[src/hdl/ewmab_pkg.sv]
// ewmab_pkg: shared widths, constants, register indexes and control codes
// for the ewma demand bandwidth allocator
// no dependencies
package ewmab_pkg;

  localparam int FRACTION_BITS = 16;
  localparam int COUNT_BITS    = 32;

  localparam int DATA_W    = 32;
  localparam int ALPHA_W   = 17;
  localparam int DEMAND_W  = DATA_W + FRACTION_BITS;
  localparam int OHI_W     = DEMAND_W - 16;
  localparam int FRAC_W    = FRACTION_BITS + 1;
  localparam int MUL_A_W   = (FRAC_W > ALPHA_W) ? FRAC_W : ALPHA_W;
  localparam int MUL_B_W   = (OHI_W > DATA_W) ? OHI_W : DATA_W;
  localparam int PROD_W    = MUL_A_W + MUL_B_W;
  localparam int ACC_W     = 64;
  localparam int LO_W      = 34;
  localparam int SUM_W     = 64;
  localparam int DIVR_W    = (COUNT_BITS > DATA_W) ? COUNT_BITS : DATA_W;
  localparam int ITER_W    = $clog2(DATA_W + 1);
  localparam int CFG_IDX_W = 8;

  // the a*q term is shifted up for wide fractions, or split for narrow ones
  localparam int T1_SHIFT = (FRACTION_BITS >= 16) ? FRACTION_BITS - 16 : FRACTION_BITS;
  localparam bit T1_SPLIT = (FRACTION_BITS < 16);

  localparam logic [ALPHA_W-1:0]    ALPHA_ONE = {1'b1, {(ALPHA_W-1){1'b0}}};
  localparam logic [FRAC_W-1:0]     FRAC_ONE  = {1'b1, {FRACTION_BITS{1'b0}}};
  localparam logic [COUNT_BITS-1:0] COUNT_MAX = '1;

  localparam logic [ALPHA_W-1:0] SMOOTHING_RESET = ALPHA_W'(19661);
  localparam logic [DATA_W-1:0]  MIN_BW_RESET    = DATA_W'(50000000);
  localparam logic [DATA_W-1:0]  MAX_BW_RESET    = DATA_W'(500000000);
  localparam logic [DATA_W-1:0]  SAT_RESET       = DATA_W'(62500);

  typedef enum logic [CFG_IDX_W-1:0] {
    REG_SMOOTHING  = 8'd0,
    REG_MIN_BW     = 8'd1,
    REG_MAX_BW     = 8'd2,
    REG_SATURATION = 8'd3
  } cfg_reg_t;

  typedef enum logic [3:0] {
    OP_NONE,
    OP_MUL_AQ,
    OP_MUL_BH,
    OP_MUL_BL,
    OP_EWMA,
    OP_DIV1_LOAD,
    OP_DIV_STEP,
    OP_FRAC,
    OP_BW_MUL,
    OP_BW_ADD,
    OP_ACCUM,
    OP_DIV2_LOAD,
    OP_OUT_LOAD
  } dp_op_t;

  typedef enum logic [3:0] {
    ST_IDLE,
    ST_MUL_BH,
    ST_MUL_BL,
    ST_EWMA,
    ST_DIV1_LOAD,
    ST_DIV1,
    ST_FRAC,
    ST_BW_MUL,
    ST_BW_ADD,
    ST_ACCUM,
    ST_DIV2_LOAD,
    ST_DIV2,
    ST_DONE
  } ctrl_state_t;

endpackage

[src/hdl/ewmab_if.sv]
// ewmab channel interfaces: demand requests, allocation results, register writes
// depends on ewmab_pkg
interface ewmab_demand_if;
  import ewmab_pkg::*;
  logic              valid;
  logic              ready;
  logic [DATA_W-1:0] queue_bytes;
  modport source (output valid, output queue_bytes, input ready);
  modport sink (input valid, input queue_bytes, output ready);
endinterface

interface ewmab_alloc_if;
  import ewmab_pkg::*;
  logic              valid;
  logic              ready;
  logic [DATA_W-1:0] bandwidth_hz;
  logic [DATA_W-1:0] mean_bandwidth_hz;
  logic [DATA_W-1:0] demand_estimate;
  modport source (output valid, output bandwidth_hz, output mean_bandwidth_hz,
                  output demand_estimate, input ready);
  modport sink (input valid, input bandwidth_hz, input mean_bandwidth_hz,
                input demand_estimate, output ready);
endinterface

interface ewmab_cfg_if;
  import ewmab_pkg::*;
  logic                 valid;
  logic                 ready;
  logic [CFG_IDX_W-1:0] index;
  logic [DATA_W-1:0]    data;
  modport source (output valid, output index, output data, input ready);
  modport sink (input valid, input index, input data, output ready);
endinterface

[src/hdl/ewmab_ctrl.sv]
// ewmab_ctrl: sequencer for one request, drives datapath ops and the
// request/result handshakes; depends on ewmab_pkg
module ewmab_ctrl (
  input  logic            clk,
  input  logic            rst,
  input  logic            demand_valid,
  output logic            demand_ready,
  output logic            out_valid,
  input  logic            out_ready,
  input  logic            early_clamp,
  output ewmab_pkg::dp_op_t op
);
  import ewmab_pkg::*;

  ctrl_state_t       state, state_next;
  logic [ITER_W-1:0] iter, iter_next;
  logic              out_valid_next;

  always_ff @(posedge clk) begin
    if (rst) begin
      state     <= ST_IDLE;
      iter      <= '0;
      out_valid <= 1'b0;
    end else begin
      state     <= state_next;
      iter      <= iter_next;
      out_valid <= out_valid_next;
    end
  end

  always_comb begin
    state_next     = state;
    iter_next      = iter;
    op             = OP_NONE;
    demand_ready   = 1'b0;
    out_valid_next = out_valid && !out_ready;
    case (state)
      ST_IDLE: begin
        demand_ready = 1'b1;
        if (demand_valid) begin
          op         = OP_MUL_AQ;
          state_next = ST_MUL_BH;
        end
      end
      ST_MUL_BH: begin
        op         = OP_MUL_BH;
        state_next = ST_MUL_BL;
      end
      ST_MUL_BL: begin
        op         = OP_MUL_BL;
        state_next = ST_EWMA;
      end
      ST_EWMA: begin
        op         = OP_EWMA;
        state_next = ST_DIV1_LOAD;
      end
      ST_DIV1_LOAD: begin
        op        = OP_DIV1_LOAD;
        iter_next = ITER_W'(FRAC_W);
        // demand at or past twice the saturation size, or a zero saturation size, skips the division
        state_next = early_clamp ? ST_BW_MUL : ST_DIV1;
      end
      ST_DIV1: begin
        op        = OP_DIV_STEP;
        iter_next = iter - 1'b1;
        if (iter == ITER_W'(1)) begin
          state_next = ST_FRAC;
        end
      end
      ST_FRAC: begin
        op         = OP_FRAC;
        state_next = ST_BW_MUL;
      end
      ST_BW_MUL: begin
        op         = OP_BW_MUL;
        state_next = ST_BW_ADD;
      end
      ST_BW_ADD: begin
        op         = OP_BW_ADD;
        state_next = ST_ACCUM;
      end
      ST_ACCUM: begin
        op         = OP_ACCUM;
        state_next = ST_DIV2_LOAD;
      end
      ST_DIV2_LOAD: begin
        op         = OP_DIV2_LOAD;
        iter_next  = ITER_W'(DATA_W);
        state_next = ST_DIV2;
      end
      ST_DIV2: begin
        op        = OP_DIV_STEP;
        iter_next = iter - 1'b1;
        if (iter == ITER_W'(1)) begin
          state_next = ST_DONE;
        end
      end
      ST_DONE: begin
        // wait for the output register to free up
        if (!out_valid || out_ready) begin
          op             = OP_OUT_LOAD;
          out_valid_next = 1'b1;
          state_next     = ST_IDLE;
        end
      end
      default: begin
        state_next = ST_IDLE;
      end
    endcase
  end

  a_done_loads: assert property (@(posedge clk) disable iff (rst)
    (state == ST_DONE && !out_valid) |=> out_valid)
    else $error("finished result not loaded into output register");

  a_iter_live: assert property (@(posedge clk) disable iff (rst)
    (state == ST_DIV1 || state == ST_DIV2) |-> iter != '0)
    else $error("division iteration counter ran out");

endmodule

[src/hdl/ewmab_dp.sv]
// ewmab_dp: configuration registers, shared multiplier, shared restoring
// divider, ewma and allocation state, result register; depends on ewmab_pkg
module ewmab_dp (
  input  logic                              clk,
  input  logic                              rst,
  input  ewmab_pkg::dp_op_t                 op,
  output logic                              early_clamp,
  input  logic                              cfg_we,
  input  logic [ewmab_pkg::CFG_IDX_W-1:0]   cfg_index,
  input  logic [ewmab_pkg::DATA_W-1:0]      cfg_data,
  input  logic [ewmab_pkg::DATA_W-1:0]      queue_bytes,
  output logic [ewmab_pkg::DATA_W-1:0]      bandwidth_hz,
  output logic [ewmab_pkg::DATA_W-1:0]      mean_bandwidth_hz,
  output logic [ewmab_pkg::DATA_W-1:0]      demand_estimate
);
  import ewmab_pkg::*;

  logic [ALPHA_W-1:0]    smoothing;
  logic [DATA_W-1:0]     min_bw, max_bw, sat_bytes;

  logic [DEMAND_W-1:0]   demand;
  logic [SUM_W-1:0]      alloc_sum;
  logic [COUNT_BITS-1:0] count;

  logic [PROD_W-1:0]     p;
  logic [ACC_W-1:0]      acc;
  logic [15:0]           lo;
  logic [FRAC_W-1:0]     frac;
  logic [DATA_W-1:0]     bw;
  logic [DIVR_W-1:0]     rem, divisor;
  logic [DATA_W-1:0]     quo;

  logic [ALPHA_W-1:0]    alpha_sat, beta;
  logic [DATA_W-1:0]     span;
  logic [MUL_A_W-1:0]    mul_a;
  logic [MUL_B_W-1:0]    mul_b;
  logic [PROD_W-1:0]     product;
  logic [ACC_W-1:0]      t1_shift;
  logic [LO_W-1:0]       lo_sum;
  logic [DIVR_W:0]       shifted;
  logic                  div_ge;
  logic [SUM_W:0]        sum_add;
  logic [FRAC_W-1:0]     quot_frac;

  always_ff @(posedge clk) begin
    if (rst) begin
      smoothing <= SMOOTHING_RESET;
      min_bw    <= MIN_BW_RESET;
      max_bw    <= MAX_BW_RESET;
      sat_bytes <= SAT_RESET;
    end else if (cfg_we) begin
      case (cfg_index)
        REG_SMOOTHING:  smoothing <= cfg_data[ALPHA_W-1:0];
        REG_MIN_BW:     min_bw    <= cfg_data;
        REG_MAX_BW:     max_bw    <= cfg_data;
        REG_SATURATION: sat_bytes <= cfg_data;
        default: ;
      endcase
    end
  end

  assign alpha_sat = (smoothing > ALPHA_ONE) ? ALPHA_ONE : smoothing;
  assign beta      = ALPHA_ONE - alpha_sat;
  assign span      = (max_bw >= min_bw) ? (max_bw - min_bw) : '0;

  // quotient reaches 2^(FRAC_W) or more once the top part alone covers the divisor
  assign early_clamp = (sat_bytes == '0) || ((demand >> FRAC_W) >= DEMAND_W'(sat_bytes));

  always_comb begin
    mul_a = '0;
    mul_b = '0;
    case (op)
      OP_MUL_AQ: begin
        mul_a = MUL_A_W'(alpha_sat);
        mul_b = MUL_B_W'(queue_bytes);
      end
      OP_MUL_BH: begin
        mul_a = MUL_A_W'(beta);
        mul_b = MUL_B_W'(demand[DEMAND_W-1:16]);
      end
      OP_MUL_BL: begin
        mul_a = MUL_A_W'(beta);
        mul_b = MUL_B_W'(demand[15:0]);
      end
      OP_BW_MUL: begin
        mul_a = MUL_A_W'(frac);
        mul_b = MUL_B_W'(span);
      end
      default: ;
    endcase
  end

  assign product   = mul_a * mul_b;
  assign t1_shift  = ACC_W'(p) << T1_SHIFT;
  assign lo_sum    = LO_W'(lo) + LO_W'(p);
  assign shifted   = {rem, quo[DATA_W-1]};
  assign div_ge    = shifted >= {1'b0, divisor};
  assign sum_add   = {1'b0, alloc_sum} + (SUM_W+1)'(bw);
  assign quot_frac = quo[FRAC_W-1:0];

  always_ff @(posedge clk) begin
    if (op == OP_MUL_AQ || op == OP_MUL_BH || op == OP_MUL_BL || op == OP_BW_MUL) begin
      p <= product;
    end
    case (op)
      OP_MUL_BH: begin
        if (T1_SPLIT) begin
          acc <= t1_shift >> 16;
          lo  <= t1_shift[15:0];
        end else begin
          acc <= t1_shift;
          lo  <= '0;
        end
      end
      OP_MUL_BL: acc <= acc + ACC_W'(p);
      OP_DIV1_LOAD: begin
        frac    <= FRAC_ONE;
        rem     <= DIVR_W'(demand >> FRAC_W);
        divisor <= DIVR_W'(sat_bytes);
        quo     <= {demand[FRAC_W-1:0], {(DATA_W-FRAC_W){1'b0}}};
      end
      OP_DIV_STEP: begin
        rem <= div_ge ? DIVR_W'(shifted - {1'b0, divisor}) : shifted[DIVR_W-1:0];
        quo <= {quo[DATA_W-2:0], div_ge};
      end
      OP_FRAC: frac <= (quot_frac > FRAC_ONE) ? FRAC_ONE : quot_frac;
      OP_BW_ADD: bw <= min_bw + DATA_W'(p >> FRACTION_BITS);
      OP_DIV2_LOAD: begin
        rem     <= DIVR_W'(alloc_sum[SUM_W-1:DATA_W]);
        quo     <= alloc_sum[DATA_W-1:0];
        divisor <= DIVR_W'(count);
      end
      OP_OUT_LOAD: begin
        bandwidth_hz      <= bw;
        mean_bandwidth_hz <= (count == '0) ? '0 : quo;
        demand_estimate   <= demand[FRACTION_BITS +: DATA_W];
      end
      default: ;
    endcase
  end

  always_ff @(posedge clk) begin
    if (rst) begin
      demand    <= '0;
      alloc_sum <= '0;
      count     <= '0;
    end else begin
      if (op == OP_EWMA) begin
        demand <= DEMAND_W'(acc + ACC_W'(lo_sum >> 16));
      end
      // a full count freezes both the sum and the count
      if (op == OP_ACCUM && count != COUNT_MAX) begin
        alloc_sum <= sum_add[SUM_W] ? '1 : sum_add[SUM_W-1:0];
        count     <= count + 1'b1;
      end
    end
  end

  a_rem_below_divisor: assert property (@(posedge clk) disable iff (rst)
    (op == OP_DIV_STEP) |-> (rem < divisor))
    else $error("divider remainder not below divisor");

  a_frac_clamped: assert property (@(posedge clk) disable iff (rst)
    (op == OP_BW_MUL) |-> (frac <= FRAC_ONE))
    else $error("demand fraction above one");

  a_count_nonzero: assert property (@(posedge clk) disable iff (rst)
    ($past(op == OP_ACCUM) && !$past(rst)) |-> (count != '0))
    else $error("allocation count zero after update");

endmodule

[src/hdl/ewma_demand_bandwidth_allocator_unit.sv]
// ewma_demand_bandwidth_allocator_unit: top level, joins controller and datapath
// to the channel interfaces; depends on ewmab_pkg, ewmab_if, ewmab_ctrl, ewmab_dp
//
// Each request on the demand channel carries the queue occupancy of one
// update interval. The block folds it into an exponentially weighted demand
// estimate, maps the estimate against the saturation size onto the range
// from minimum to maximum bandwidth, and returns one result on the alloc
// channel: the new bandwidth, the running mean of all bandwidths so far and
// the integer demand estimate.
// One request is worked on at a time, and the next request is taken the
// cycle after the result is loaded. The shared restoring divider makes one
// quotient bit per cycle: 17 bits for the demand fraction and 32 for the
// mean; the fraction division is skipped when the estimate is at least twice
// the saturation size or the saturation size is zero.
// The result waits in an output register; a stalled receiver holds it there
// while the next request is already taken and worked on, and only the load of
// that next result waits. Registers are written on the cfg channel (always
// ready); the user must write them only while no request is in flight, as the
// block does not enforce it. Reset loads the register defaults and clears
// the demand estimate, the bandwidth sum and the count.
module ewma_demand_bandwidth_allocator_unit (
  input  logic          clk,
  input  logic          rst,
  ewmab_demand_if.sink  demand,
  ewmab_alloc_if.source alloc,
  ewmab_cfg_if.sink     cfg
);
  import ewmab_pkg::*;

  dp_op_t op;
  logic   early_clamp;

  assign cfg.ready = 1'b1;

  ewmab_ctrl u_ctrl (
    .clk          (clk),
    .rst          (rst),
    .demand_valid (demand.valid),
    .demand_ready (demand.ready),
    .out_valid    (alloc.valid),
    .out_ready    (alloc.ready),
    .early_clamp  (early_clamp),
    .op           (op)
  );

  ewmab_dp u_dp (
    .clk               (clk),
    .rst               (rst),
    .op                (op),
    .early_clamp       (early_clamp),
    .cfg_we            (cfg.valid),
    .cfg_index         (cfg.index),
    .cfg_data          (cfg.data),
    .queue_bytes       (demand.queue_bytes),
    .bandwidth_hz      (alloc.bandwidth_hz),
    .mean_bandwidth_hz (alloc.mean_bandwidth_hz),
    .demand_estimate   (alloc.demand_estimate)
  );

  a_one_in_flight: assert property (@(posedge clk) disable iff (rst)
    (demand.valid && demand.ready) |=> !demand.ready)
    else $error("second request taken while one is in flight");

endmodule

[src/flat_wrapper.sv]
// flat-port wrapper written by rule: the top's interface ports become plain ports
module ewma_demand_bandwidth_allocator_unit_flat import ewmab_pkg::*;
  (clk, rst, demand_valid, demand_queue_bytes, demand_ready, alloc_valid, alloc_bandwidth_hz, alloc_mean_bandwidth_hz, alloc_demand_estimate, alloc_ready, cfg_valid, cfg_index, cfg_data, cfg_ready);
  ewmab_demand_if demand_i ();
  ewmab_alloc_if alloc_i ();
  ewmab_cfg_if cfg_i ();
  input  logic clk;
  input  logic rst;
  input wire logic [$bits(demand_i.valid)-1:0] demand_valid;
  input wire logic [$bits(demand_i.queue_bytes)-1:0] demand_queue_bytes;
  output wire logic [$bits(demand_i.ready)-1:0] demand_ready;
  output wire logic [$bits(alloc_i.valid)-1:0] alloc_valid;
  output wire logic [$bits(alloc_i.bandwidth_hz)-1:0] alloc_bandwidth_hz;
  output wire logic [$bits(alloc_i.mean_bandwidth_hz)-1:0] alloc_mean_bandwidth_hz;
  output wire logic [$bits(alloc_i.demand_estimate)-1:0] alloc_demand_estimate;
  input wire logic [$bits(alloc_i.ready)-1:0] alloc_ready;
  input wire logic [$bits(cfg_i.valid)-1:0] cfg_valid;
  input wire logic [$bits(cfg_i.index)-1:0] cfg_index;
  input wire logic [$bits(cfg_i.data)-1:0] cfg_data;
  output wire logic [$bits(cfg_i.ready)-1:0] cfg_ready;
  assign demand_i.valid = demand_valid;
  assign demand_i.queue_bytes = demand_queue_bytes;
  assign demand_ready = demand_i.ready;
  assign alloc_valid = alloc_i.valid;
  assign alloc_bandwidth_hz = alloc_i.bandwidth_hz;
  assign alloc_mean_bandwidth_hz = alloc_i.mean_bandwidth_hz;
  assign alloc_demand_estimate = alloc_i.demand_estimate;
  assign alloc_i.ready = alloc_ready;
  assign cfg_i.valid = cfg_valid;
  assign cfg_i.index = cfg_index;
  assign cfg_i.data = cfg_data;
  assign cfg_ready = cfg_i.ready;
  ewma_demand_bandwidth_allocator_unit u_core (.clk(clk), .rst(rst), .demand(demand_i), .alloc(alloc_i), .cfg(cfg_i));
endmodule
[config.mk]
export PLATFORM = sky130hd
export DESIGN_NAME = ewma_demand_bandwidth_allocator_unit_flat
export DESIGN_NICKNAME = d
export VERILOG_FILES = /design/src/hdl/ewmab_pkg.sv /design/src/hdl/ewmab_if.sv /design/src/hdl/ewmab_ctrl.sv /design/src/hdl/ewmab_dp.sv /design/src/hdl/ewma_demand_bandwidth_allocator_unit.sv /design/src/flat_wrapper.sv
export SDC_FILE = /design/constraint.sdc
export NUM_CORES = 2
export LEC_CHECK = 0
export BUFFER_PORTS_ARGS = -buffer_cell sky130_fd_sc_hd__buf_4
export CAP_MARGIN = 5
export CORE_ASPECT_RATIO = 0.5
export CORE_MARGIN = 2
export CORE_UTILIZATION = 55
export CTS_CLUSTER_DIAMETER = 50
export DETAILED_ROUTE_END_ITERATION = 10
export GPL_ROUTABILITY_DRIVEN = 0
export PLACE_DENSITY = 0.72
export SYNTH_ARGS = -nofsm -noshare
export SYNTH_HDL_FRONTEND = slang
export SYNTH_SLANG_ARGS = --single-unit
export TNS_END_PERCENT = 5
[constraint.sdc]
create_clock -name clk -period 10.2 [get_ports clk]
set_clock_uncertainty 0.05 [all_clocks]
set_input_delay 0.51 -clock clk [delete_from_list [all_inputs] [get_ports clk]]
set_output_delay 0.51 -clock clk [all_outputs]
set_load 0.03 [all_outputs]
==> summary.json <==
{
  "buffers_inverters_on_critical_path": {"value": 7},
  "setup_crit_path_kind": {"value": "reg -> reg"},
  "timing_worst_slew_pin_value": {"value": 1.41, "unit": "ns"},
  "clock_tree.buffer_depth": {"value": 3},
  "place.port_buffers": {"value": 174},
  "cts.sink_count": {"value": 605},
  "netlist_top_cells_area": {"value": "edfxtp_1 (20%), fa_1 (18%), dfxtp_1 (10%)"},
  "core_area": {"value": 0.0927, "unit": "sq mm"},
  "postRouteWirelength": {"value": 171000, "unit": "microns"},
  "synth_seq_cells": {"value": 605},
  "width_of_the_die": {"value": 436, "unit": "microns"},
  "clkSlewWorstSetupHoldPaths": {"value": 0.06, "unit": "ns"},
  "post_cts_hold_buffer_count": {"value": 0},
  "drv_slew": {"value": 0},
  "synth_top_area_share": {"value": 19.7, "unit": "%"},
  "class_of_the_tightest_hold_or_removal_check": {"value": "in -> reg"},
  "clock_tree_from_tritoncts": {"value": "done"},
  "grt.overflow.total": {"value": 0},
  "max_cap_violations": {"value": 0},
  "layout_min_cycle_time": {"value": 9.90, "unit": "ns"},
  "start_util": {"value": 55.4, "unit": "%"},
  "cp.required": {"value": 10.51, "unit": "ns"},
  "finish.cell_count_without_fillers": {"value": 7145},
  "grt_first_pass_wirelength": {"value": 256000, "unit": "microns"},
  "maximum_number_of_pins_on_one_net_before_global_route_repair": {"value": 103},
  "yosys.cell_count.top_type": {"value": "nand2_1"},
  "finish.instance_area": {"value": 0.0564, "unit": "sq mm"},
  "setup.worst_path.end_class": {"value": "flop"},
  "worst_skew_pair.late_latency": {"value": 0.63, "unit": "ns"},
  "fill_cells": {"value": 7828},
  "ff_latch_area": {"value": 0.0155, "unit": "sq mm"},
  "yosys_warnings": {"value": 0},
  "power-per-cell-area": {"value": 223, "unit": "mW/mm^2"},
  "power_frac_seq": {"value": 26.3, "unit": "%"},
  "synth.largest_area_cell": {"value": "edfxtp_1"},
  "power.share.combinational": {"value": 54.1, "unit": "%"},
  "postSynthNetCount": {"value": 6613},
  "track_usage": {"value": 35.3, "unit": "%"},
  "p_sw": {"value": 0.00569, "unit": "W"},
  "critical_path.max_stage_delay": {"value": 0.57, "unit": "ns"},
  "critical_path_fanout_max": {"value": 17},
  "worstPathArrival": {"value": 10.21, "unit": "ns"},
  "dr_total_vias": {"value": 43900},
  "route.detailed.vias_per_inst": {"value": 6.14},
  "cts-root-buf": {"value": "clkbuf_16"},
  "grt_pass1_vias": {"value": 42400},
  "drt_iter0_markers": {"value": 5177},
  "numCtsBuffers": {"value": 68},
  "static-leakage-power": {"value": 24.7, "unit": "nW"},
  "max_slew_margin": {"value": 6.13, "unit": "%"},
  "p_int": {"value": 0.00691, "unit": "W"},
  "critical-path-slowest-cell": {"value": "fa_1"},
  "final_core_utilization": {"value": 60.9, "unit": "%"},
  "multiInputGateArea": {"value": 0.0325, "unit": "sq mm"},
  "initial_antenna_violation_count": {"value": 7},
  "syn_area_per_cell": {"value": 8.96, "unit": "sq um"},
  "worst_hold_slack": {"value": 0.0984, "unit": "ns"},
  "summed_instance_area_of_the_synthesized_netlist": {"value": 0.0514, "unit": "sq mm"},
  "wl_per_cell": {"value": 24.0, "unit": "microns"},
  "worstSetupStartpointType": {"value": "flop"},
  "timing_hold_violations_final": {"value": 0},
  "synth-main-ff-cell": {"value": "edfxtp_1"},
  "power_switching_share": {"value": 45.1, "unit": "%"},
  "design.die.area": {"value": 0.0960, "unit": "sq mm"},
  "sequential_element_share_of_the_synthesized_area": {"value": 30.1, "unit": "%"},
  "synth-async-reset-ratio": {"value": 0, "unit": "%"},
  "timing.final.crit_share": {"value": 97.0, "unit": "%"},
  "critical_path.most_common_cell": {"value": "fa_1"},
  "post_synth_num_cell_types": {"value": 95},
  "cell_class_contributing_the_biggest_share_of_worst_path_delay": {"value": "adder cells"},
  "synth_top_cells_by_count": {"value": "nand2_1 (917), inv_1 (688), fa_1 (454), nor2_1 (405), ha_1 (347)"},
  "drive_above_1_share": {"value": 7.95, "unit": "%"},
  "detail_route.first_pass.iterations": {"value": 9},
  "syn_inst": {"value": 5735},
  "htreeDepth": {"value": 3},
  "dp_hpwl": {"value": 133000, "unit": "microns"},
  "finalNetCount": {"value": 6710},
  "synth_edf_count": {"value": 337},
  "power.share.clock": {"value": 19.6, "unit": "%"},
  "route.detailed.drc": {"value": 0},
  "floorplan.die.height": {"value": 220, "unit": "microns"},
  "synthToLayoutAreaGrowth": {"value": 9.87, "unit": "%"},
  "cell_area_placed": {"value": 0.0542, "unit": "sq mm"},
  "finalPower": {"value": 0.0126, "unit": "W"},
  "outcome": {"value": "finished clean"},
  "ant_nets": {"value": 0},
  "fmax": {"value": 0.101, "unit": "GHz"},
  "number_of_rows_in_the_core_area": {"value": 79},
  "placed_cells_incl_taps": {"value": 7015},
  "floorplan.io_pins": {"value": 176},
  "setup_viol": {"value": 0},
  "peak_supply_drop": {"value": 0.188, "unit": "mV"}
}
==> per-stage QoR <==
stage | TNS (ns) | setup slack [ns]
after global routing | -0.357 | -0.134
after global placement | 0 | 0.466
final | 0 | 0.304
after detailed placement | 0 | 0.282
after floorplan | 0 | 0.971
after CTS | 0 | 0.242
==> per-layer routing <==
metal | vias up | GRT usage, % | routed length [microns] | share of wire, %
met5 | - | 0 | 49 | 0.029
met4 | 6 | 18.9 | 10500 | 6.1
met3 | 561 | 10.8 | 23400 | 14
met2 | 2674 | 52.0 | 71500 | 42
met1 | 21200 | 46.8 | 65900 | 38
li1 | 19500 | - | - | -
==> registers in the layout (all words and copies together), names as in the netlist <==
| register | flops |
|---|---|
| u_core.u_dp.alloc_sum | 64 |
| u_core.u_dp.acc | 48 |
| u_core.u_dp.demand | 48 |
| u_core.u_dp.p | 48 |
| u_core.u_dp.bandwidth_hz | 32 |
| u_core.u_dp.bw | 32 |
| u_core.u_dp.count | 32 |
| u_core.u_dp.demand_estimate | 32 |
| u_core.u_dp.divisor | 32 |
| u_core.u_dp.max_bw | 32 |
| u_core.u_dp.mean_bandwidth_hz | 32 |
| u_core.u_dp.min_bw | 32 |
| u_core.u_dp.quo | 32 |
| u_core.u_dp.rem | 32 |
| u_core.u_dp.sat_bytes | 32 |
| u_core.u_dp.frac | 17 |
| u_core.u_dp.smoothing | 17 |
| u_core.u_ctrl.iter | 6 |
| u_core.u_ctrl.state | 4 |
| u_core.u_ctrl.out_valid | 1 |
==> final timing paths <==
kind,from,endpoint,slack (ns),cells past startpoint
worst max-delay path,u_core.u_dp.min_bw[0]$_SDFFE_PP0P_,u_core.u_dp.p[47]$_DFFE_PP_,0.30,38
worst min-delay path,cfg_data[28],u_core.u_dp.max_bw[28]$_SDFFE_PP1P_,0.1,3
worst max register to register,u_core.u_dp.min_bw[0]$_SDFFE_PP0P_,u_core.u_dp.p[47]$_DFFE_PP_,0.30,38
worst min register to register,u_core.u_dp.max_bw[5]$_SDFFE_PP0P_,u_core.u_dp.max_bw[5]$_SDFFE_PP0P_,0.42,2
==> layout by cell type (no fill, tap or decap), types with 45 or more instances in the layout <==
cell type,instances
inv_1,686
ha_1,347
nand2_1,913
nand3_1,72
xor2_1,115
nand4_1,55
buf_4,273
clkbuf_16,72
nand3b_1,47
o21ai_0,257
nor2_1,395
dfxtp_1,268
nor2b_1,82
a22oi_1,66
a21oi_1,341
a211oi_1,82
xnor2_1,166
o21a_1,45
fa_1,454
and2_1,103
edfxtp_1,337
a21o_1,131
==> tightest hold or removal path, delay by kind of cell <==
kind / cells / cell delay (ns)
buf+inv: 1 / 0.11
simple gates: 2 / 0.11
==> final cells by class <==
cell class / count / area share, %
inverters: 688 / 4.58
flip-flops and latches: 605 / 27.4
well taps: 1255 / 2.78
clock buffers: 85 / 3.35
diodes: 6 / 0.0266
clock inverters: 37 / 0.556
multi-input cells: 4195 / 57.6
repair buffers: 274 / 3.65
==> kinds of logic after synthesis <==
group           share of synthesized area (%)
simple gates                             16.8
compound gates                           14.8
buf+inv                                  6.93
fa+ha+maj                                26.1
flops                                    30.1
xor+xnor                                 4.81
mux                                     0.336
other cells                           0.00730
==> power by group through the flow <==
stage	Combinational [W]	Sequential (W)	Clock, W
after floorplan	0.00473	0.00314	0
after global placement	0.00640	0.00333	0
after detailed placement	0.00659	0.00334	0
after CTS	0.00664	0.00328	0.00247
after global routing	0.00746	0.00331	0.00257
final	0.00682	0.00332	0.00247
==> timing repair <==
item,in CTS,in global routing
setup endpoints to repair,0,12
resized for setup,0,17
setup buffers,0,2
No activity file was read; power rests on OpenSTA's default activity.
